$ cat src/sv/fiti_pkg.sv
// ----------------------------------------------------------------------------
// fiti_pkg: shared types, constants and tables of the flare intensity block
// Holds the fixed-point formats, breakpoint tables, pipeline stage indexes
// and the reciprocal constants used by the interpolation units.
// ----------------------------------------------------------------------------
package fiti_pkg;

    localparam int CURVE_POINTS_DEF = 7;

    localparam int NUM_STAGES = 8;
    localparam int ST_FRONT   = 0;
    localparam int ST_SEG     = 1;
    localparam int ST_MUL     = 2;
    localparam int ST_RECIP   = 3;
    localparam int ST_RES     = 4;
    localparam int ST_PD      = 5;
    localparam int ST_PART    = 6;
    localparam int ST_OUT     = 7;

    typedef logic [NUM_STAGES-1:0] stage_en_t;

    typedef struct packed {
        logic dist_lo;
        logic dist_hi;
        logic ang_lo;
        logic ang_hi;
    } clamp_t;

    localparam int POWER_W   = 16;
    localparam int DIST_W    = 20;
    localparam int ANGLE_W   = 16;
    localparam int RATE_W    = 16;
    localparam int S_TDATA_W = 56;
    localparam int M_TDATA_W = 16;

    localparam int PR_W   = 17;
    localparam int TAB_W  = 19;
    localparam int DIFF_W = 20;
    localparam int IDX_W  = 4;

    localparam logic [POWER_W-1:0] POWER_ONE = 16'd4096;
    localparam logic [PR_W-1:0]    PR_ONE    = 17'h10000;

    localparam int                  DIST_X5_W   = 23;
    localparam logic [DIST_X5_W-1:0] DIST_LO_X5 = 23'd16384;
    localparam logic [DIST_W-1:0]    DIST_HI    = 20'd53248;
    localparam int DIST_DEN    = 249856;
    localparam int DIST_X_W    = 18;
    localparam int DIST_POS_W  = 22;
    localparam int DIST_FRAC_W = 18;
    localparam int DIST_SHIFT  = 12;
    localparam int DIST_V_W    = 25;
    localparam int DIST_M_W    = 26;
    localparam int DIST_R_SH   = 31;
    localparam int DIST_OFF_K  = 18;
    localparam int DIST_DIV    = DIST_DEN >> DIST_SHIFT;
    localparam longint unsigned DIST_RECIP =
        ((64'd1 << DIST_R_SH) + DIST_DIV - 1) / DIST_DIV;

    localparam logic signed [ANGLE_W-1:0] ANG_LO = 16'sd11152;
    localparam logic signed [ANGLE_W-1:0] ANG_HI = 16'sd23877;
    localparam int ANG_DEN    = 12725;
    localparam int ANG_X_W    = 14;
    localparam int ANG_POS_W  = 18;
    localparam int ANG_FRAC_W = 14;
    localparam int ANG_SHIFT  = 0;
    localparam int ANG_V_W    = 31;
    localparam int ANG_M_W    = 32;
    localparam int ANG_R_SH   = 45;
    localparam int ANG_OFF_K  = 16;
    localparam longint unsigned ANG_RECIP =
        ((64'd1 << ANG_R_SH) + ANG_DEN - 1) / ANG_DEN;

    localparam int RND_BIT = 33;
    localparam int RND_SH  = 34;
    localparam logic [RATE_W-1:0] RATE_MAX = 16'd32768;

    localparam logic [TAB_W-1:0] DIST_TAB [16] = '{
        19'd262144, 19'd85197, 19'd58982, 19'd45875, 19'd32768, 19'd22938,
        19'd13107,  19'd13107, 19'd13107, 19'd13107, 19'd13107, 19'd13107,
        19'd13107,  19'd13107, 19'd13107, 19'd13107
    };

    localparam logic [TAB_W-1:0] ANG_TAB [16] = '{
        19'd9830,  19'd13107, 19'd16384, 19'd19661, 19'd22938, 19'd32768,
        19'd85197, 19'd85197, 19'd85197, 19'd85197, 19'd85197, 19'd85197,
        19'd85197, 19'd85197, 19'd85197, 19'd85197
    };

    function automatic logic [TAB_W-1:0] tab_lookup(input logic is_angle,
                                                    input logic [IDX_W-1:0] idx);
        return is_angle ? ANG_TAB[idx] : DIST_TAB[idx];
    endfunction

endpackage

$ cat src/sv/fiti_mul.sv
// ----------------------------------------------------------------------------
// fiti_mul: product, rounding and saturation stages
// Multiplies the three partial rates over two registered steps and rounds
// the product to Q2.14, limited to 2.0.
// ----------------------------------------------------------------------------
module fiti_mul
    import fiti_pkg::*;
(
    input  logic               aclk,
    input  stage_en_t          stage_en,
    input  logic [PR_W-1:0]    power_gain,
    input  logic [TAB_W-1:0]   depth_gain,
    input  logic [TAB_W-1:0]   ang_rate,
    output logic [RATE_W-1:0]  rate
);

    localparam int PD_W   = PR_W + TAB_W;
    localparam int HALF_W = PD_W / 2;
    localparam int PART_W = HALF_W + TAB_W;
    localparam int PROD_W = PD_W + TAB_W;
    localparam int RND_W  = PROD_W - RND_SH;

    logic [PD_W-1:0]    pd_next;
    logic [PD_W-1:0]    pd_reg;
    logic [TAB_W-1:0]   ar_reg;
    logic [PART_W-1:0]  lo_next;
    logic [PART_W-1:0]  hi_next;
    logic [PART_W-1:0]  lo_reg;
    logic [PART_W-1:0]  hi_reg;
    logic [PROD_W-1:0]  prod;
    logic [PROD_W-1:0]  prod_rnd;
    logic [RND_W-1:0]   rnd;
    logic [RATE_W-1:0]  rate_next;
    logic [RATE_W-1:0]  rate_reg;

    assign pd_next = PD_W'(power_gain) * PD_W'(depth_gain);

    always_ff @(posedge aclk) begin
        if (stage_en[ST_PD]) begin
            pd_reg <= pd_next;
            ar_reg <= ang_rate;
        end
    end

    assign lo_next = PART_W'(pd_reg[HALF_W-1:0]) * PART_W'(ar_reg);
    assign hi_next = PART_W'(pd_reg[PD_W-1:HALF_W]) * PART_W'(ar_reg);

    always_ff @(posedge aclk) begin
        if (stage_en[ST_PART]) begin
            lo_reg <= lo_next;
            hi_reg <= hi_next;
        end
    end

    always_comb begin
        prod      = PROD_W'({hi_reg, {HALF_W{1'b0}}}) + PROD_W'(lo_reg);
        prod_rnd  = prod + (PROD_W'(1) << RND_BIT);
        rnd       = prod_rnd[PROD_W-1:RND_SH];
        rate_next = (rnd > RND_W'(RATE_MAX)) ? RATE_MAX : rnd[RATE_W-1:0];
    end

    always_ff @(posedge aclk) begin
        if (stage_en[ST_OUT]) begin
            rate_reg <= rate_next;
        end
    end

    assign rate = rate_reg;

endmodule

$ cat config.mk
export PLATFORM = sky130hd
export DESIGN_NAME = fiti_mul
export DESIGN_NICKNAME = d
export VERILOG_FILES = /design/src/sv/fiti_pkg.sv /design/src/sv/fiti_mul.sv
export SDC_FILE = /design/constraint.sdc
export NUM_CORES = 2
export LEC_CHECK = 0
export BUFFER_PORTS_ARGS = -buffer_cell sky130_fd_sc_hd__buf_4
export CORE_UTILIZATION = 28
export DETAILED_ROUTE_END_ITERATION = 8
export GPL_TIMING_DRIVEN = 0
export MAX_ROUTING_LAYER = met4
export PLACE_DENSITY = 0.5
export SLEW_MARGIN = 20
export SYNTH_ARGS = -nofsm -noshare
export SYNTH_HDL_FRONTEND = slang
export SYNTH_SLANG_ARGS = --single-unit
$ cat constraint.sdc
create_clock -name aclk -period 7 [get_ports aclk]
set_input_delay 1.4 -clock aclk [delete_from_list [all_inputs] [get_ports aclk]]
set_output_delay 1.4 -clock aclk [all_outputs]
set_load 0.03 [all_outputs]
==> impl_results.md <==
- Unrepaired setup endpoints after global routing: true
- Most frequent cell after synthesis: inv_1
- Minimum clock period: 6900 ps
- Post-synth ARST share: 0
- Sequential share of the synthesized area: 0.104
- Yosys warns: 0
- CP Buf/Inv Count: 4
- H-tree Lvls: 4
- Setup violators final: 0
- Die X: 365 um
- Fin worst setup slack: 101 ps
- Synth area leader: fa_1
- Hold WC Path Type: reg2reg
- Fraction of layout cells with a size suffix above 1: 0.0910
- Max cap viols: 0
- DRC: 0
- Fin. max-slew vios: 0
- CTS Buf Count: 17
- Layout Nets: 5292
- Critical path's largest stage delay: 550 ps
- Starting Density: 0.283
- Iteration count of the initial detailed-routing pass: 5
- FP Rows: 132
- Layout area overhead: 13.1%
- Synth top area share: 0.433
- Antenna-violating nets left: 0
- Fmax: 145 MHz
- Slew Limit Headroom: 0.395
- Worst slew pin tran: 908 ps
- Most frequent CP cell: fa_1
- Status: completed
- GRT Total Usage: 0.180
- CORE AREA: 130000 sq um
- Sink Count: 127
- DRT iter0 DRCs: 1598
- Cell Area, Synth: 36800 sq um
- Via density: 4.56
- CTS tree: built
- Clk_skew: 27.8 ps
- Congestion Overflow GR: 0
- Vias in the first global route: 27.9k
- Syn nets: 5168
- Cell variety after synth: 71
- Root Driver: clkbuf_16
- Routed len/inst: 19.4 um
- Area contributors post-synth: fa_1 (43%), ha_1 (12%), edfxtp_1 (10%)
- Tcrit/Tclk final: 0.986
- Worst-Skew Late Latency: 510 ps
- Filler instances: 13.6k
- Worst Path Arrival: 7130 ps
- Fin util: 0.320
- Minimum hold slack: 615 ps
- Largest delay share family, worst path: adder cells
- Place WS: -1600 ps
- Routed wire length: 113 mm
- Syn_area_per_cell: 9.34 sq um
- Startpoint Class: flop
- Die height: 365 um
- Largest register FFs: 37
- EDFF count, synth: 127
- #FFs+latches synth: 127
- CTS Buffer Depth: 2
- First-pass GRT wire length: 173 mm
- Placed insts: 5748
- Final RePlAce weighted congestion: 0.908
- Antenna violations before repair: 2
- Critical Path End Type: flop
- Hold Vio Cnt, Final: 0
- Largest net degree at the start of global routing: 57
- Post-synthesis instance total: 3943
- Vias: 26.5k
- Hpwl dp: 91.2 mm
- Io pins: 80
- Cell breakdown of the critical path: clkbuf_2 > nand2_1 > fa_1 > fa_1 > inv_1 > fa_1 > fa_1 > fa_1 > inv_1 > fa_1 > inv_1 > ha_1 > a211oi_1 > nand2_1 > nor2_4 > a31oi_4 > a41o_4 > a311o_1 > a31o_1 > a21oi_2 > xnor2_2
- Crit-path slowest cell: edfxtp_1
- Commonest cells post-synth: inv_1 (932), fa_1 (796), nand2_1 (618)
- Buffers added on ports: 63
- Peak fanout along the critical path: 10
- Synth Flop Type: edfxtp_1
- Cell Count, Final, Fillers Out: 5825
- CP required: 7230 ps
- Clock-pin slew on the worst setup and hold paths: 70 ps
- Die area: 133000 sq um
- WS Path Type: reg2reg
-- cells by family (layout without fill, tap and decap cells) --
group,Yosys count,count (layout),share of synthesized area
simple gates,1218,1218,0.161
fa+ha+maj,1161,1161,0.557
buf+inv,1108,1244,0.113
compound gates,236,236,0.0438
flops,127,127,0.104
xor+xnor,91,91,0.0216
mux,2,2,0.000577
other cells,0,4,0
-- stage by stage --
step | instance area, sq um | setup TNS, ps
floorplan | 36900 | -19.5
detailed placement | 39500 | -40660
global placement | 39500 | -43100
global route | 41600 | -171
finish | 41700 | 0
CTS | 41100 | 0
-- metal layers --
layer	GRT usage	part of all wire
met1	0.242	0.45
met2	0.287	0.47
met4	0.0473	0.023
met3	0.0225	0.058
met5	-	0
-- final timing paths --
| check | start | endpoint | slack [ps] | cells past startpoint |
|---|---|---|---|---|
| worst max-delay path | ar_reg[0] | lo_reg[31] | 100 | 21 |
| worst min-delay path | hi_reg[25] | rate[9] | 610 | 2 |
| worst max register to register | ar_reg[0] | lo_reg[31] | 100 | 21 |
| worst min register to register | hi_reg[25] | rate[9] | 610 | 2 |
-- cells in the final DEF, fill, tap and decap left out, types with 22 or more instances in the layout --
cell type / count
edfxtp_1: 127
a21oi_1: 70
a21o_1: 26
fa_1: 789
inv_1: 932
nand2_1: 617
clkbuf_2: 39
and2_1: 442
nor2_1: 53
xor2_1: 32
o21ai_0: 30
buf_4: 151
xnor2_1: 48
ha_1: 355
clkbuf_1: 22
nand3_1: 22
-- final cells by class --
class	count	area, sq um	area share
Sequential cell	127	3810	0.0915
Clock buffer	17	425	0.0102
Antenna cell	4	10.0	0.000240
Clock inverter	14	181	0.00436
Tap cell	1742	2180	0.0523
Timing Repair Buffer	155	1250	0.0301
Inverter	932	3500	0.0840
Buffer	126	977	0.0235
Multi-Input combinational cell	2708	29300	0.704
-- worst reg2reg max path: stages (launching register included) --
cell	delay, ps
edfxtp_1	550
clkbuf_2	440
nand2_1	140
fa_1	550
fa_1	510
inv_1	50
fa_1	520
fa_1	460
fa_1	490
inv_1	70
fa_1	500
inv_1	60
ha_1	310
a211oi_1	230
nand2_1	180
nor2_4	150
a31oi_4	140
a41o_4	290
a311o_1	430
a31o_1	270
a21oi_2	170
xnor2_2	120
-- timing repair --
action / in CTS / in global routing
resized for setup: 196 / 139
setup buffers: 48 / 44
pin swaps: 14 / 28
hold buffers: 0 / 0
setup endpoints to repair: 50 / 26
gates cloned: 0 / 0
Power is left out: the tool's default activity adds up to more than one toggle a clock period on the data nets, which glitch-free logic cannot reach.
