[src/sv/fiti_pkg.sv]
// ----------------------------------------------------------------------------
// fiti_pkg: shared types, constants and tables of the flare intensity block
// Holds the fixed-point formats, breakpoint tables, pipeline stage indexes
// and the reciprocal constants used by the interpolation units.
// ----------------------------------------------------------------------------
package fiti_pkg;

    localparam int CURVE_POINTS_DEF = 7;

    localparam int NUM_STAGES = 8;
    localparam int ST_FRONT   = 0;
    localparam int ST_SEG     = 1;
    localparam int ST_MUL     = 2;
    localparam int ST_RECIP   = 3;
    localparam int ST_RES     = 4;
    localparam int ST_PD      = 5;
    localparam int ST_PART    = 6;
    localparam int ST_OUT     = 7;

    typedef logic [NUM_STAGES-1:0] stage_en_t;

    typedef struct packed {
        logic dist_lo;
        logic dist_hi;
        logic ang_lo;
        logic ang_hi;
    } clamp_t;

    localparam int POWER_W   = 16;
    localparam int DIST_W    = 20;
    localparam int ANGLE_W   = 16;
    localparam int RATE_W    = 16;
    localparam int S_TDATA_W = 56;
    localparam int M_TDATA_W = 16;

    localparam int PR_W   = 17;
    localparam int TAB_W  = 19;
    localparam int DIFF_W = 20;
    localparam int IDX_W  = 4;

    localparam logic [POWER_W-1:0] POWER_ONE = 16'd4096;
    localparam logic [PR_W-1:0]    PR_ONE    = 17'h10000;

    localparam int                  DIST_X5_W   = 23;
    localparam logic [DIST_X5_W-1:0] DIST_LO_X5 = 23'd16384;
    localparam logic [DIST_W-1:0]    DIST_HI    = 20'd53248;
    localparam int DIST_DEN    = 249856;
    localparam int DIST_X_W    = 18;
    localparam int DIST_POS_W  = 22;
    localparam int DIST_FRAC_W = 18;
    localparam int DIST_SHIFT  = 12;
    localparam int DIST_V_W    = 25;
    localparam int DIST_M_W    = 26;
    localparam int DIST_R_SH   = 31;
    localparam int DIST_OFF_K  = 18;
    localparam int DIST_DIV    = DIST_DEN >> DIST_SHIFT;
    localparam longint unsigned DIST_RECIP =
        ((64'd1 << DIST_R_SH) + DIST_DIV - 1) / DIST_DIV;

    localparam logic signed [ANGLE_W-1:0] ANG_LO = 16'sd11152;
    localparam logic signed [ANGLE_W-1:0] ANG_HI = 16'sd23877;
    localparam int ANG_DEN    = 12725;
    localparam int ANG_X_W    = 14;
    localparam int ANG_POS_W  = 18;
    localparam int ANG_FRAC_W = 14;
    localparam int ANG_SHIFT  = 0;
    localparam int ANG_V_W    = 31;
    localparam int ANG_M_W    = 32;
    localparam int ANG_R_SH   = 45;
    localparam int ANG_OFF_K  = 16;
    localparam longint unsigned ANG_RECIP =
        ((64'd1 << ANG_R_SH) + ANG_DEN - 1) / ANG_DEN;

    localparam int RND_BIT = 33;
    localparam int RND_SH  = 34;
    localparam logic [RATE_W-1:0] RATE_MAX = 16'd32768;

    localparam logic [TAB_W-1:0] DIST_TAB [16] = '{
        19'd262144, 19'd85197, 19'd58982, 19'd45875, 19'd32768, 19'd22938,
        19'd13107,  19'd13107, 19'd13107, 19'd13107, 19'd13107, 19'd13107,
        19'd13107,  19'd13107, 19'd13107, 19'd13107
    };

    localparam logic [TAB_W-1:0] ANG_TAB [16] = '{
        19'd9830,  19'd13107, 19'd16384, 19'd19661, 19'd22938, 19'd32768,
        19'd85197, 19'd85197, 19'd85197, 19'd85197, 19'd85197, 19'd85197,
        19'd85197, 19'd85197, 19'd85197, 19'd85197
    };

    function automatic logic [TAB_W-1:0] tab_lookup(input logic is_angle,
                                                    input logic [IDX_W-1:0] idx);
        return is_angle ? ANG_TAB[idx] : DIST_TAB[idx];
    endfunction

endpackage

[src/sv/fiti_front.sv]
// ----------------------------------------------------------------------------
// fiti_front: input stage of the flare intensity pipeline
// Registers the power rate, the clamp decisions and the scaled positions of
// distance and angle within their breakpoint ranges.
// ----------------------------------------------------------------------------
module fiti_front
    import fiti_pkg::*;
#(
    parameter int NSEG = CURVE_POINTS_DEF - 1
) (
    input  logic                         aclk,
    input  stage_en_t                    stage_en,
    input  logic [POWER_W-1:0]           light_power,
    input  logic [DIST_W-1:0]            distance,
    input  logic signed [ANGLE_W-1:0]    angle,
    output logic [PR_W-1:0]              power_gain,
    output logic [DIST_POS_W-1:0]        dist_pos,
    output logic [ANG_POS_W-1:0]         ang_pos,
    output clamp_t                       clamp
);

    logic [DIST_X5_W-1:0]       dist_x5;
    logic [DIST_X5_W-1:0]       dist_x5_off;
    logic [ANGLE_W-1:0]         ang_off;
    logic [PR_W-1:0]            power_gain_next;
    logic [DIST_POS_W-1:0]      dist_pos_next;
    logic [ANG_POS_W-1:0]       ang_pos_next;
    clamp_t                     clamp_next;
    logic [PR_W-1:0]            power_gain_reg;
    logic [DIST_POS_W-1:0]      dist_pos_reg;
    logic [ANG_POS_W-1:0]       ang_pos_reg;
    clamp_t                     clamp_reg;

    always_comb begin
        dist_x5     = {1'b0, distance, 2'b00} + {3'b000, distance};
        dist_x5_off = dist_x5 - DIST_LO_X5;
        ang_off     = angle - ANG_LO;

        power_gain_next = (light_power >= POWER_ONE) ? PR_ONE
                                                     : {1'b0, light_power[11:0], 4'b0000};

        clamp_next.dist_lo = (dist_x5 < DIST_LO_X5);
        clamp_next.dist_hi = (distance >= DIST_HI);
        clamp_next.ang_lo  = (angle < ANG_LO);
        clamp_next.ang_hi  = (angle >= ANG_HI);

        dist_pos_next = DIST_POS_W'({4'b0000, dist_x5_off[DIST_X_W-1:0]}
                                    * DIST_POS_W'(NSEG));
        ang_pos_next  = ANG_POS_W'({4'b0000, ang_off[ANG_X_W-1:0]}
                                   * ANG_POS_W'(NSEG));
    end

    always_ff @(posedge aclk) begin
        if (stage_en[ST_FRONT]) begin
            power_gain_reg <= power_gain_next;
            dist_pos_reg   <= dist_pos_next;
            ang_pos_reg    <= ang_pos_next;
            clamp_reg      <= clamp_next;
        end
    end

    assign power_gain = power_gain_reg;
    assign dist_pos   = dist_pos_reg;
    assign ang_pos    = ang_pos_reg;
    assign clamp      = clamp_reg;

endmodule

[config.mk]
export PLATFORM = sky130hd
export DESIGN_NAME = fiti_front
export DESIGN_NICKNAME = d
export VERILOG_FILES = /design/src/sv/fiti_pkg.sv /design/src/sv/fiti_front.sv
export SDC_FILE = /design/constraint.sdc
export NUM_CORES = 1
export LEC_CHECK = 0
export BUFFER_PORTS_ARGS = -buffer_cell sky130_fd_sc_hd__buf_4
export CAP_MARGIN = 30
export CORE_MARGIN = 1.5
export CORE_UTILIZATION = 24
export CTS_BUF_LIST = sky130_fd_sc_hd__clkbuf_4
export DETAILED_ROUTE_END_ITERATION = 16
export PLACE_DENSITY = 0.54
export RECOVER_POWER = 25
export SETUP_SLACK_MARGIN = 0.02
export SLEW_MARGIN = 20
export SYNTH_ARGS = -nofsm -noshare
export SYNTH_HDL_FRONTEND = slang
export SYNTH_SLANG_ARGS = --single-unit
[constraint.sdc]
create_clock -name aclk -period 4.4 [get_ports aclk]
set_input_delay 0.44 -clock aclk [delete_from_list [all_inputs] [get_ports aclk]]
set_output_delay 0.44 -clock aclk [all_outputs]
set_load 0.1 [all_outputs]
==> impl_metrics.json <==
{
  "layout_min_cycle_time_ps": 3940,
  "pwr-share-comb_pct": 66.6,
  "fin_crit_sh_pct": 89.6,
  "crit_arrival_ps": 4080,
  "synthTopCellsByArea": "edfxtp_1 (38%), ha_1 (17%), xnor2_1 (5.4%)",
  "yosys_warnings": 0,
  "synth_edf_count": 53,
  "path_buf_inv": 1,
  "cts_resized": 0,
  "seq_power_share_pct": 26.3,
  "cts-htree-levels": 2,
  "setup_viol": 0,
  "crit_slowest_cell": "a2111o_1",
  "grt_pass1_vias": 3387,
  "leakage_nw": 2.35,
  "fmax_ghz": 0.254,
  "finalHoldViolCount": 0,
  "drc_errors": 0,
  "largest_reg_flops": 20,
  "grt_overflow": 0,
  "internal-power_mw": 1.33,
  "die_area_um2": 18500,
  "synth_flop_cell": "edfxtp_1",
  "whs_ps": 332,
  "dp_hpwl_um": 7780,
  "area_delta_synth_final_pct": 26.3,
  "ys_seq_area_share_pct": 37.5,
  "p_sw_mw": 1.56,
  "ir_drop_uv": 248,
  "grt_first_pass_wirelength_um": 15200,
  "cts_setup_buffers": 0,
  "io_pins": 122,
  "p_clk_share_pct": 7.1,
  "ctsHoldBuffers": 0,
  "tns_ps": 0,
  "cts_buffers": 5,
  "crit_path_end": "dist_pos[19]",
  "antenna_found_initial": 1,
  "netlist_instances": 414,
  "ys_ff_latch": 53,
  "syn_area_um2": 4240,
  "drv_cap": 1,
  "p_per_area_nw_per_um2": 539,
  "netlist.area_leader.share_pct": 37.5,
  "grt_usage_pct": 10.2,
  "hp-class": "in2reg",
  "cp-start-kind": "input pin",
  "viasPerCell": 4.43,
  "crit_chain": "clkbuf_1 > ha_1 > fa_1 > a211o_1 > a2111o_1 > a21oi_1 > xnor2_1 > ha_1 > and3_1 > nor2_1 > a21boi_0 > o21ai_1 > o21ai_0 > or3_1 > a41oi_1 > xnor2_1",
  "syn-mean-instance-area_um2": 10.3,
  "cp_max_fo": 4,
  "crit_start": "distance[0]",
  "core_um2": 17300,
  "clk_pin_slew_ps": 150,
  "netSwitchingFraction_pct": 54.0,
  "initial_core_util_pct": 24.5,
  "cts.sinks": 53,
  "required_ps": 4540,
  "failed_checks": "max-capacitance violations, max-slew violations",
  "fp-row-count": 48,
  "synth-async-reset-ratio_pct": 0,
  "routedWlPerCell_um": 12.4,
  "clockBufferDepth": 2,
  "die_y_um": 136,
  "cts-root-buf": "clkbuf_4",
  "critPathCaptureType": "flop",
  "ant_nets": 0,
  "worst-path-stages": 16,
  "place.gp.congestion": 0.794,
  "status": "finished with violations",
  "tightestPinTransition_ps": 2870,
  "drt_iter0_drc": 106,
  "slew_violations": 54,
  "grt_start_max_net_pins": 54,
  "num_vias": 3353,
  "die_w_um": 136,
  "tritoncts": "built",
  "drive_gt1_share_pct": 23.2,
  "netlist-cell-type-count": 52,
  "slew_headroom_pct": -91.5,
  "wirelength_um": 9370,
  "io_buffers": 106,
  "rsz0062_at_grt": "false",
  "slowest_delay_ps": 430,
  "cpLargestDelayFamily": "compound AO/OA/AOI/OAI gates",
  "critical_path_class": "in2reg",
  "yosys.area.top_type": "edfxtp_1",
  "nets": 652,
  "drtPass1Iterations": 4
}
## power by group through the flow
stage	combinational, mW	sequential (mW)	clock [mW]
final	1.92	0.760	0.205
after global routing	2.06	0.773	0.235
after CTS	1.94	0.762	0.228
after detailed placement	1.94	0.775	0
after floorplan	0.688	1.61	0
after global placement	1.91	0.774	0
## how the worst min path moves through the flow
stage / from / endpoint / slack (ps) / cells past startpoint
6_report: angle[15] / clamp[1] / 330 / 2
4_1_cts: distance[0] / dist_pos[1] / 230 / 1
3_3_place_gp: distance[0] / dist_pos[1] / 650 / 1
2_1_floorplan: angle[0] / ang_pos[1] / 540 / 0
5_1_grt: light_power[3] / power_gain[7] / 300 / 2
3_5_place_dp: distance[0] / dist_pos[1] / 660 / 1
## per-stage QoR
stage	worst slack (ps)	cells	power (mW)	utilization [%]	cell area, um2
6_report	458	757	2.89	31.0	5360
5_1_grt	228	757	3.07	31.0	5360
4_1_cts	504	756	2.93	31.1	5380
3_5_place_dp	73.5	749	2.71	30.8	5330
3_3_place_gp	130	749	2.68	30.8	5330
2_1_floorplan	443	421	2.30	-	4270
## kinds of logic (layout without fill, tap and decap cells)
family	Yosys count	in the layout	share of synthesized area (%)
compound gates	116	116	17.7
simple gates	94	94	11.9
fa+ha+maj	60	60	18.2
flops	53	53	37.5
xor+xnor	46	46	9.85
buf+inv	43	153	4.51
other cells	1	9	0.0884
mux	1	1	0.236
## cell usage in the layout, fill, tap and decap left out, drive strengths merged, types with 3 or more instances in the layout
cell type / n
fa: 3
conb: 8
nand2b: 6
nor2b: 5
nand2: 17
o21ai: 24
nand3: 11
clkbuf: 11
nor3: 7
xor2: 19
a211oi: 5
o211ai: 4
a211o: 3
and2: 15
o21a: 7
nor4: 4
buf: 106
nor2: 18
a21boi: 4
edfxtp: 53
ha: 57
inv: 34
o21bai: 6
a21oi: 33
a21o: 15
xnor2: 27
## final cells by class
cell class / count / area [um2]
Antenna cell: 1 / 2.50
Clock buffer: 5 / 37.5
Clock inverter: 2 / 11.3
Fill cell: 1820 / 11900
Inverter: 34 / 128
Multi-Input combinational cell: 325 / 2490
Sequential cell: 53 / 1590
Tap cell: 225 / 282
Timing Repair Buffer: 112 / 822
## cell usage after synthesis (4+ instances only)
library cell	count
a21oi_1	33
nand2b_1	6
a211oi_1	5
nor2_1	17
o211ai_1	4
buf_4	8
nor4_1	4
o21ai_0	18
a21boi_0	4
o21bai_1	6
edfxtp_1	53
o21ai_1	5
inv_1	34
nand2_1	17
and2_1	15
xor2_1	18
nor3_1	7
nor2b_1	5
ha_1	57
o21a_1	7
xnor2_1	26
a21o_1	14
nand3_1	11
## layer usage
layer	GRT usage, %	vias up	part of all wire, %
met5	0	-	0
li1	-	1725	-
met2	19.3	77	52
met4	3.49	0	1.6
met3	1.75	9	4.5
met1	11.6	1542	42
(Power assumes the default switching activity.)
