### src/sv/fiti_pkg.sv
// ----------------------------------------------------------------------------
// fiti_pkg: shared types, constants and tables of the flare intensity block
// Holds the fixed-point formats, breakpoint tables, pipeline stage indexes
// and the reciprocal constants used by the interpolation units.
// ----------------------------------------------------------------------------
package fiti_pkg;

    localparam int CURVE_POINTS_DEF = 7;

    localparam int NUM_STAGES = 8;
    localparam int ST_FRONT   = 0;
    localparam int ST_SEG     = 1;
    localparam int ST_MUL     = 2;
    localparam int ST_RECIP   = 3;
    localparam int ST_RES     = 4;
    localparam int ST_PD      = 5;
    localparam int ST_PART    = 6;
    localparam int ST_OUT     = 7;

    typedef logic [NUM_STAGES-1:0] stage_en_t;

    typedef struct packed {
        logic dist_lo;
        logic dist_hi;
        logic ang_lo;
        logic ang_hi;
    } clamp_t;

    localparam int POWER_W   = 16;
    localparam int DIST_W    = 20;
    localparam int ANGLE_W   = 16;
    localparam int RATE_W    = 16;
    localparam int S_TDATA_W = 56;
    localparam int M_TDATA_W = 16;

    localparam int PR_W   = 17;
    localparam int TAB_W  = 19;
    localparam int DIFF_W = 20;
    localparam int IDX_W  = 4;

    localparam logic [POWER_W-1:0] POWER_ONE = 16'd4096;
    localparam logic [PR_W-1:0]    PR_ONE    = 17'h10000;

    localparam int                  DIST_X5_W   = 23;
    localparam logic [DIST_X5_W-1:0] DIST_LO_X5 = 23'd16384;
    localparam logic [DIST_W-1:0]    DIST_HI    = 20'd53248;
    localparam int DIST_DEN    = 249856;
    localparam int DIST_X_W    = 18;
    localparam int DIST_POS_W  = 22;
    localparam int DIST_FRAC_W = 18;
    localparam int DIST_SHIFT  = 12;
    localparam int DIST_V_W    = 25;
    localparam int DIST_M_W    = 26;
    localparam int DIST_R_SH   = 31;
    localparam int DIST_OFF_K  = 18;
    localparam int DIST_DIV    = DIST_DEN >> DIST_SHIFT;
    localparam longint unsigned DIST_RECIP =
        ((64'd1 << DIST_R_SH) + DIST_DIV - 1) / DIST_DIV;

    localparam logic signed [ANGLE_W-1:0] ANG_LO = 16'sd11152;
    localparam logic signed [ANGLE_W-1:0] ANG_HI = 16'sd23877;
    localparam int ANG_DEN    = 12725;
    localparam int ANG_X_W    = 14;
    localparam int ANG_POS_W  = 18;
    localparam int ANG_FRAC_W = 14;
    localparam int ANG_SHIFT  = 0;
    localparam int ANG_V_W    = 31;
    localparam int ANG_M_W    = 32;
    localparam int ANG_R_SH   = 45;
    localparam int ANG_OFF_K  = 16;
    localparam longint unsigned ANG_RECIP =
        ((64'd1 << ANG_R_SH) + ANG_DEN - 1) / ANG_DEN;

    localparam int RND_BIT = 33;
    localparam int RND_SH  = 34;
    localparam logic [RATE_W-1:0] RATE_MAX = 16'd32768;

    localparam logic [TAB_W-1:0] DIST_TAB [16] = '{
        19'd262144, 19'd85197, 19'd58982, 19'd45875, 19'd32768, 19'd22938,
        19'd13107,  19'd13107, 19'd13107, 19'd13107, 19'd13107, 19'd13107,
        19'd13107,  19'd13107, 19'd13107, 19'd13107
    };

    localparam logic [TAB_W-1:0] ANG_TAB [16] = '{
        19'd9830,  19'd13107, 19'd16384, 19'd19661, 19'd22938, 19'd32768,
        19'd85197, 19'd85197, 19'd85197, 19'd85197, 19'd85197, 19'd85197,
        19'd85197, 19'd85197, 19'd85197, 19'd85197
    };

    function automatic logic [TAB_W-1:0] tab_lookup(input logic is_angle,
                                                    input logic [IDX_W-1:0] idx);
        return is_angle ? ANG_TAB[idx] : DIST_TAB[idx];
    endfunction

endpackage

### src/sv/fiti_interp.sv
// ----------------------------------------------------------------------------
// fiti_interp: pipelined breakpoint interpolation unit
// Finds the segment, forms the weighted difference, divides it by the
// segment span through a reciprocal multiply and adds the base entry.
// ----------------------------------------------------------------------------
module fiti_interp
    import fiti_pkg::*;
#(
    parameter int              NSEG     = CURVE_POINTS_DEF - 1,
    parameter int              DEN      = DIST_DEN,
    parameter int              POS_W    = DIST_POS_W,
    parameter int              FRAC_W   = DIST_FRAC_W,
    parameter int              SHIFT    = DIST_SHIFT,
    parameter int              V_W      = DIST_V_W,
    parameter int              M_W      = DIST_M_W,
    parameter longint unsigned RECIP    = DIST_RECIP,
    parameter int              R_SH     = DIST_R_SH,
    parameter int              OFF_K    = DIST_OFF_K,
    parameter bit              IS_ANGLE = 1'b0
) (
    input  logic              aclk,
    input  stage_en_t         stage_en,
    input  logic [POS_W-1:0]  pos,
    input  logic              clamp_lo,
    input  logic              clamp_hi,
    output logic [TAB_W-1:0]  result
);

    localparam int     Z_W  = DIFF_W + FRAC_W + 1;
    localparam int     S_W  = Z_W + 1;
    localparam int     W_W  = V_W + SHIFT;
    localparam int     QM_W = V_W + M_W;
    localparam int     Q_W  = QM_W - R_SH;
    localparam int     R_W  = TAB_W + Q_W + 1;
    localparam longint OFFC = DEN / 2 + (longint'(DEN) <<< OFF_K);
    localparam longint QOFF = longint'(1) <<< OFF_K;

    logic [IDX_W-1:0]          seg;
    logic [POS_W-1:0]          base;
    logic [TAB_W-1:0]          t0_next;
    logic signed [DIFF_W-1:0]  diff_next;
    logic [FRAC_W-1:0]         frac_next;
    logic [TAB_W-1:0]          t0_s2_reg;
    logic signed [DIFF_W-1:0]  diff_reg;
    logic [FRAC_W-1:0]         frac_reg;

    logic signed [Z_W-1:0]     z_next;
    logic signed [Z_W-1:0]     z_reg;
    logic [TAB_W-1:0]          t0_s3_reg;

    logic signed [S_W-1:0]     w_sum;
    logic [W_W-1:0]            w_pos;
    logic [V_W-1:0]            v_val;
    logic [QM_W-1:0]           qm_next;
    logic [QM_W-1:0]           qm_reg;
    logic [TAB_W-1:0]          t0_s4_reg;

    logic [Q_W-1:0]            q_val;
    logic [R_W-1:0]            r_full;
    logic [TAB_W-1:0]          result_next;
    logic [TAB_W-1:0]          result_reg;

    // Segment search: the breakpoint compares are independent and monotone.
    always_comb begin
        seg  = '0;
        base = '0;
        for (int k = 1; k < NSEG; k++) begin
            if (pos >= POS_W'(k * DEN)) begin
                seg  = IDX_W'(k);
                base = POS_W'(k * DEN);
            end
        end

        if (clamp_hi) begin
            t0_next   = tab_lookup(IS_ANGLE, IDX_W'(NSEG));
            diff_next = '0;
            frac_next = '0;
        end else if (clamp_lo) begin
            t0_next   = tab_lookup(IS_ANGLE, '0);
            diff_next = '0;
            frac_next = '0;
        end else begin
            t0_next   = tab_lookup(IS_ANGLE, seg);
            diff_next = $signed({1'b0, tab_lookup(IS_ANGLE, IDX_W'(seg + 1'b1))})
                        - $signed({1'b0, t0_next});
            frac_next = FRAC_W'(pos - base);
        end
    end

    always_ff @(posedge aclk) begin
        if (stage_en[ST_SEG]) begin
            t0_s2_reg <= t0_next;
            diff_reg  <= diff_next;
            frac_reg  <= frac_next;
        end
    end

    assign z_next = diff_reg * $signed({1'b0, frac_reg});

    always_ff @(posedge aclk) begin
        if (stage_en[ST_MUL]) begin
            z_reg     <= z_next;
            t0_s3_reg <= t0_s2_reg;
        end
    end

    // The offset keeps the dividend positive so that the quotient is a floor.
    always_comb begin
        w_sum   = z_reg + $signed(S_W'(OFFC));
        w_pos   = w_sum[W_W-1:0];
        v_val   = w_pos[W_W-1:SHIFT];
        qm_next = v_val * M_W'(RECIP);
    end

    always_ff @(posedge aclk) begin
        if (stage_en[ST_RECIP]) begin
            qm_reg    <= qm_next;
            t0_s4_reg <= t0_s3_reg;
        end
    end

    always_comb begin
        q_val       = qm_reg[QM_W-1:R_SH];
        r_full      = R_W'(t0_s4_reg) + R_W'(q_val) - R_W'(QOFF);
        result_next = r_full[TAB_W-1:0];
    end

    always_ff @(posedge aclk) begin
        if (stage_en[ST_RES]) begin
            result_reg <= result_next;
        end
    end

    assign result = result_reg;

endmodule

### config.mk
export PLATFORM = sky130hd
export DESIGN_NAME = fiti_interp
export DESIGN_NICKNAME = d
export VERILOG_FILES = /design/src/sv/fiti_pkg.sv /design/src/sv/fiti_interp.sv
export SDC_FILE = /design/constraint.sdc
export NUM_CORES = 2
export LEC_CHECK = 0
export BUFFER_PORTS_ARGS = -buffer_cell sky130_fd_sc_hd__buf_2
export CORE_MARGIN = 2
export CORE_UTILIZATION = 40
export CTS_BUF_LIST = sky130_fd_sc_hd__clkbuf_8
export CTS_CLUSTER_SIZE = 20
export DETAILED_ROUTE_END_ITERATION = 7
export PLACE_DENSITY = 0.63
export SLEW_MARGIN = 20
export SYNTH_ARGS = -nofsm -noshare
export SYNTH_HDL_FRONTEND = slang
export SYNTH_SLANG_ARGS = --single-unit
### constraint.sdc
create_clock -name aclk -period 9.1 [get_ports aclk]
set_input_delay 0 -clock aclk [delete_from_list [all_inputs] [get_ports aclk]]
set_output_delay 0 -clock aclk [all_outputs]
set_load 0.03 [all_outputs]
==> flow_summary.yaml <==
cts:
  cts_root_buffer: "clkbuf_8"
  post_cts_resized: 0
  htree_levels: 4
  numCtsBuffers: 17
  clock-sinks: 129
  clk_latency_ps: 530
  clockBufferDepth: 2
  cts.clk_slew.worst_paths_ps: 90
  tritoncts: "built"
timing:
  tns_ps: 0
  fin_crit_ps: 8110
  finClkSkew_ps: 31.3
  post-route-period-util: 0.891
  setup_viol: 0
  hold_viol_final: 0
  slew_violations: 0
  rsz0062_at_grt: "no"
  fmax_mhz: 123
  timing.slew.headroom: 0.406
  tightest_slew_ps: 891
yosys:
  syn_area_mm2: 0.0275
  ys_async_sr_fraction: 0
  synthTopCellsByArea: "fa_1 (39%), ha_1 (19%), edfxtp_1 (14%)"
  synthFlopType: "edfxtp_1"
  synth_edf_count: 129
  synth_seq_area_share: 0.141
  netlist_instances: 2651
  syn_area_per_cell_um2: 10.4
  yosysWarnings: 0
  synth_top_area_frac: 0.389
  syn-num-nets: 3628
  synth_cell_types: 61
  ys_ff_latch: 129
  synth_top_area_cell: "fa_1"
critical_path:
  end_kind: "register"
  cp_slowest_stage_delay_ps: 510
  cp_num_buf_inv: 6
  worstRegToRegCells: 29
  rr_startpoint: "z_reg[14]"
  crit_start: "z_reg[14]"
  crit_family: "adder cells"
  worstPathRequired_ps: 9370
  critPathKind: "register to register"
  crit_cells: 29
  critPathMaxFanout: 8
  startpoint_type: "register"
  cp_slowest_cell: "fa_1"
  cp.arrival_ps: 8380
worst_hold_path:
  hold_class: "input pin to register"
  min_delay_path_depth: 4
  min_from: "pos[16]"
place:
  post_dp_cell_area_mm2: 0.0289
  port_buffers: 47
  gp_congestion: 0.913
  place_hpwl_um: 49100
die:
  dieArea_mm2: 0.0708
  num_rows: 96
  initial_core_util: 0.403
  die_w_um: 266
  io_pins: 52
  fp.dieH_um: 266
  core_area_mm2: 0.0682
global_route:
  grt_pass1_vias: 18900
  grt_pass1_wl_um: 97800
  grt_usage: 0.177
  grt_overflow_total: 0
  grt_max_degree: 46
  antenna_found_initial: 2
detailed_routing:
  first_pass_iters: 5
  vias: 17400
  drtIter0Drc: 775
  drcViolationCount: 0
  viasPerCell: 4.82
  ant_nets: 0
  wl_per_cell_um: 16.2
  postRouteWirelength_um: 58600
final_layout:
  largest_reg_flops: 26
  nNetsFinal: 3698
  drive_gt1_frac: 0.0541
  final_cell_mix: "inv_1 (691), fa_1 (533), ha_1 (411), nand2_1 (203), and2_1 (158)"
  layout_commonest_cell: "inv_1"
  syn2layout_area_growth_pct: 7.31
  fin_area_mm2: 0.0295
job:
  max-cap-violations: 0
status:
  status: "finished, final reports clean"
## area by class of cell
| cell class | count | area (um^2) |
|---|---|---|
| fillers | 6562 | 38800 |
| multi-input cells | 1781 | 20800 |
| flip-flops and latches | 129 | 3870 |
| inverters | 692 | 2600 |
| well taps | 882 | 1100 |
| repair buffers | 100 | 681 |
| clock buffers | 17 | 234 |
| clock inverters | 15 | 173 |
| diodes | 1 | 2.50 |
## timing repair
| action | in CTS | in global routing |
|---|---|---|
| hold buffers | 19 | 0 |
| endpoints found under the hold margin | 40 | 0 |
| endpoints found under the setup margin | 0 | 0 |
| buffers inserted | 0 | 0 |
## worst min-delay path: stages
cell and delay (ps):
buf_2 110, ha_1 170, xor2_1 70, nor2_1 90
## worst paths after layout
check / to / slack [ps]
hold / removal: frac_reg[16] / 40
setup reg to reg: qm_reg[48] / 990
hold reg to reg: t0_s4_reg[15] / 420
setup / recovery: qm_reg[48] / 990
## metal layers
metal / track usage / wire (um)
met1: 0.233 / 25600
met2: 0.305 / 28800
met3: 0.0327 / 3290
met4: 0.0389 / 947
met5: 0 / 0
## logic make-up after synthesis
family                   share of synthesized area
adder cells (fa/ha/maj)                      0.576
buffers and inverters                        0.101
AND/OR/NAND/NOR                             0.0970
AO/OA/AOI/OAI                               0.0471
flip-flops                                   0.141
XOR/XNOR                                    0.0370
multiplexers                              0.000729
## cell usage after synthesis, types with 3 or more instances
master     count
nand2_1      203
and3_1         4
fa_1         533
o21a_1        11
ha_1         411
o2111ai_1      3
a31o_2         4
o21bai_1      17
nand3_1       14
a31oi_1        5
clkbuf_1      48
edfxtp_1     129
nor2_1        76
nor3_1        27
o21ai_1        4
nand2b_1       4
inv_1        691
xor2_1        31
or3_1          3
and2_1       158
o21ai_0       10
nor4_1         4
xnor2_1       85
a21oi_1       49
a21oi_2        3
or2_2          8
a21o_1        39
nand4_1       15
nor2b_1       13
and4_1         3
o211ai_1       7
## stage by stage
step	instances	worst slack, ps	utilization	hold slack, ps
finish	3617	993	0.432	39.2
global route	3617	415	0.432	62.9
CTS	3616	1010	0.432	4.18
detailed placement	3565	1070	0.423	278
global placement	3565	1120	0.423	277
floorplan	2651	1670	-	112
Power is not shown: default switching activity piles up to over one toggle a cycle in this logic, so the estimate is an artifact.
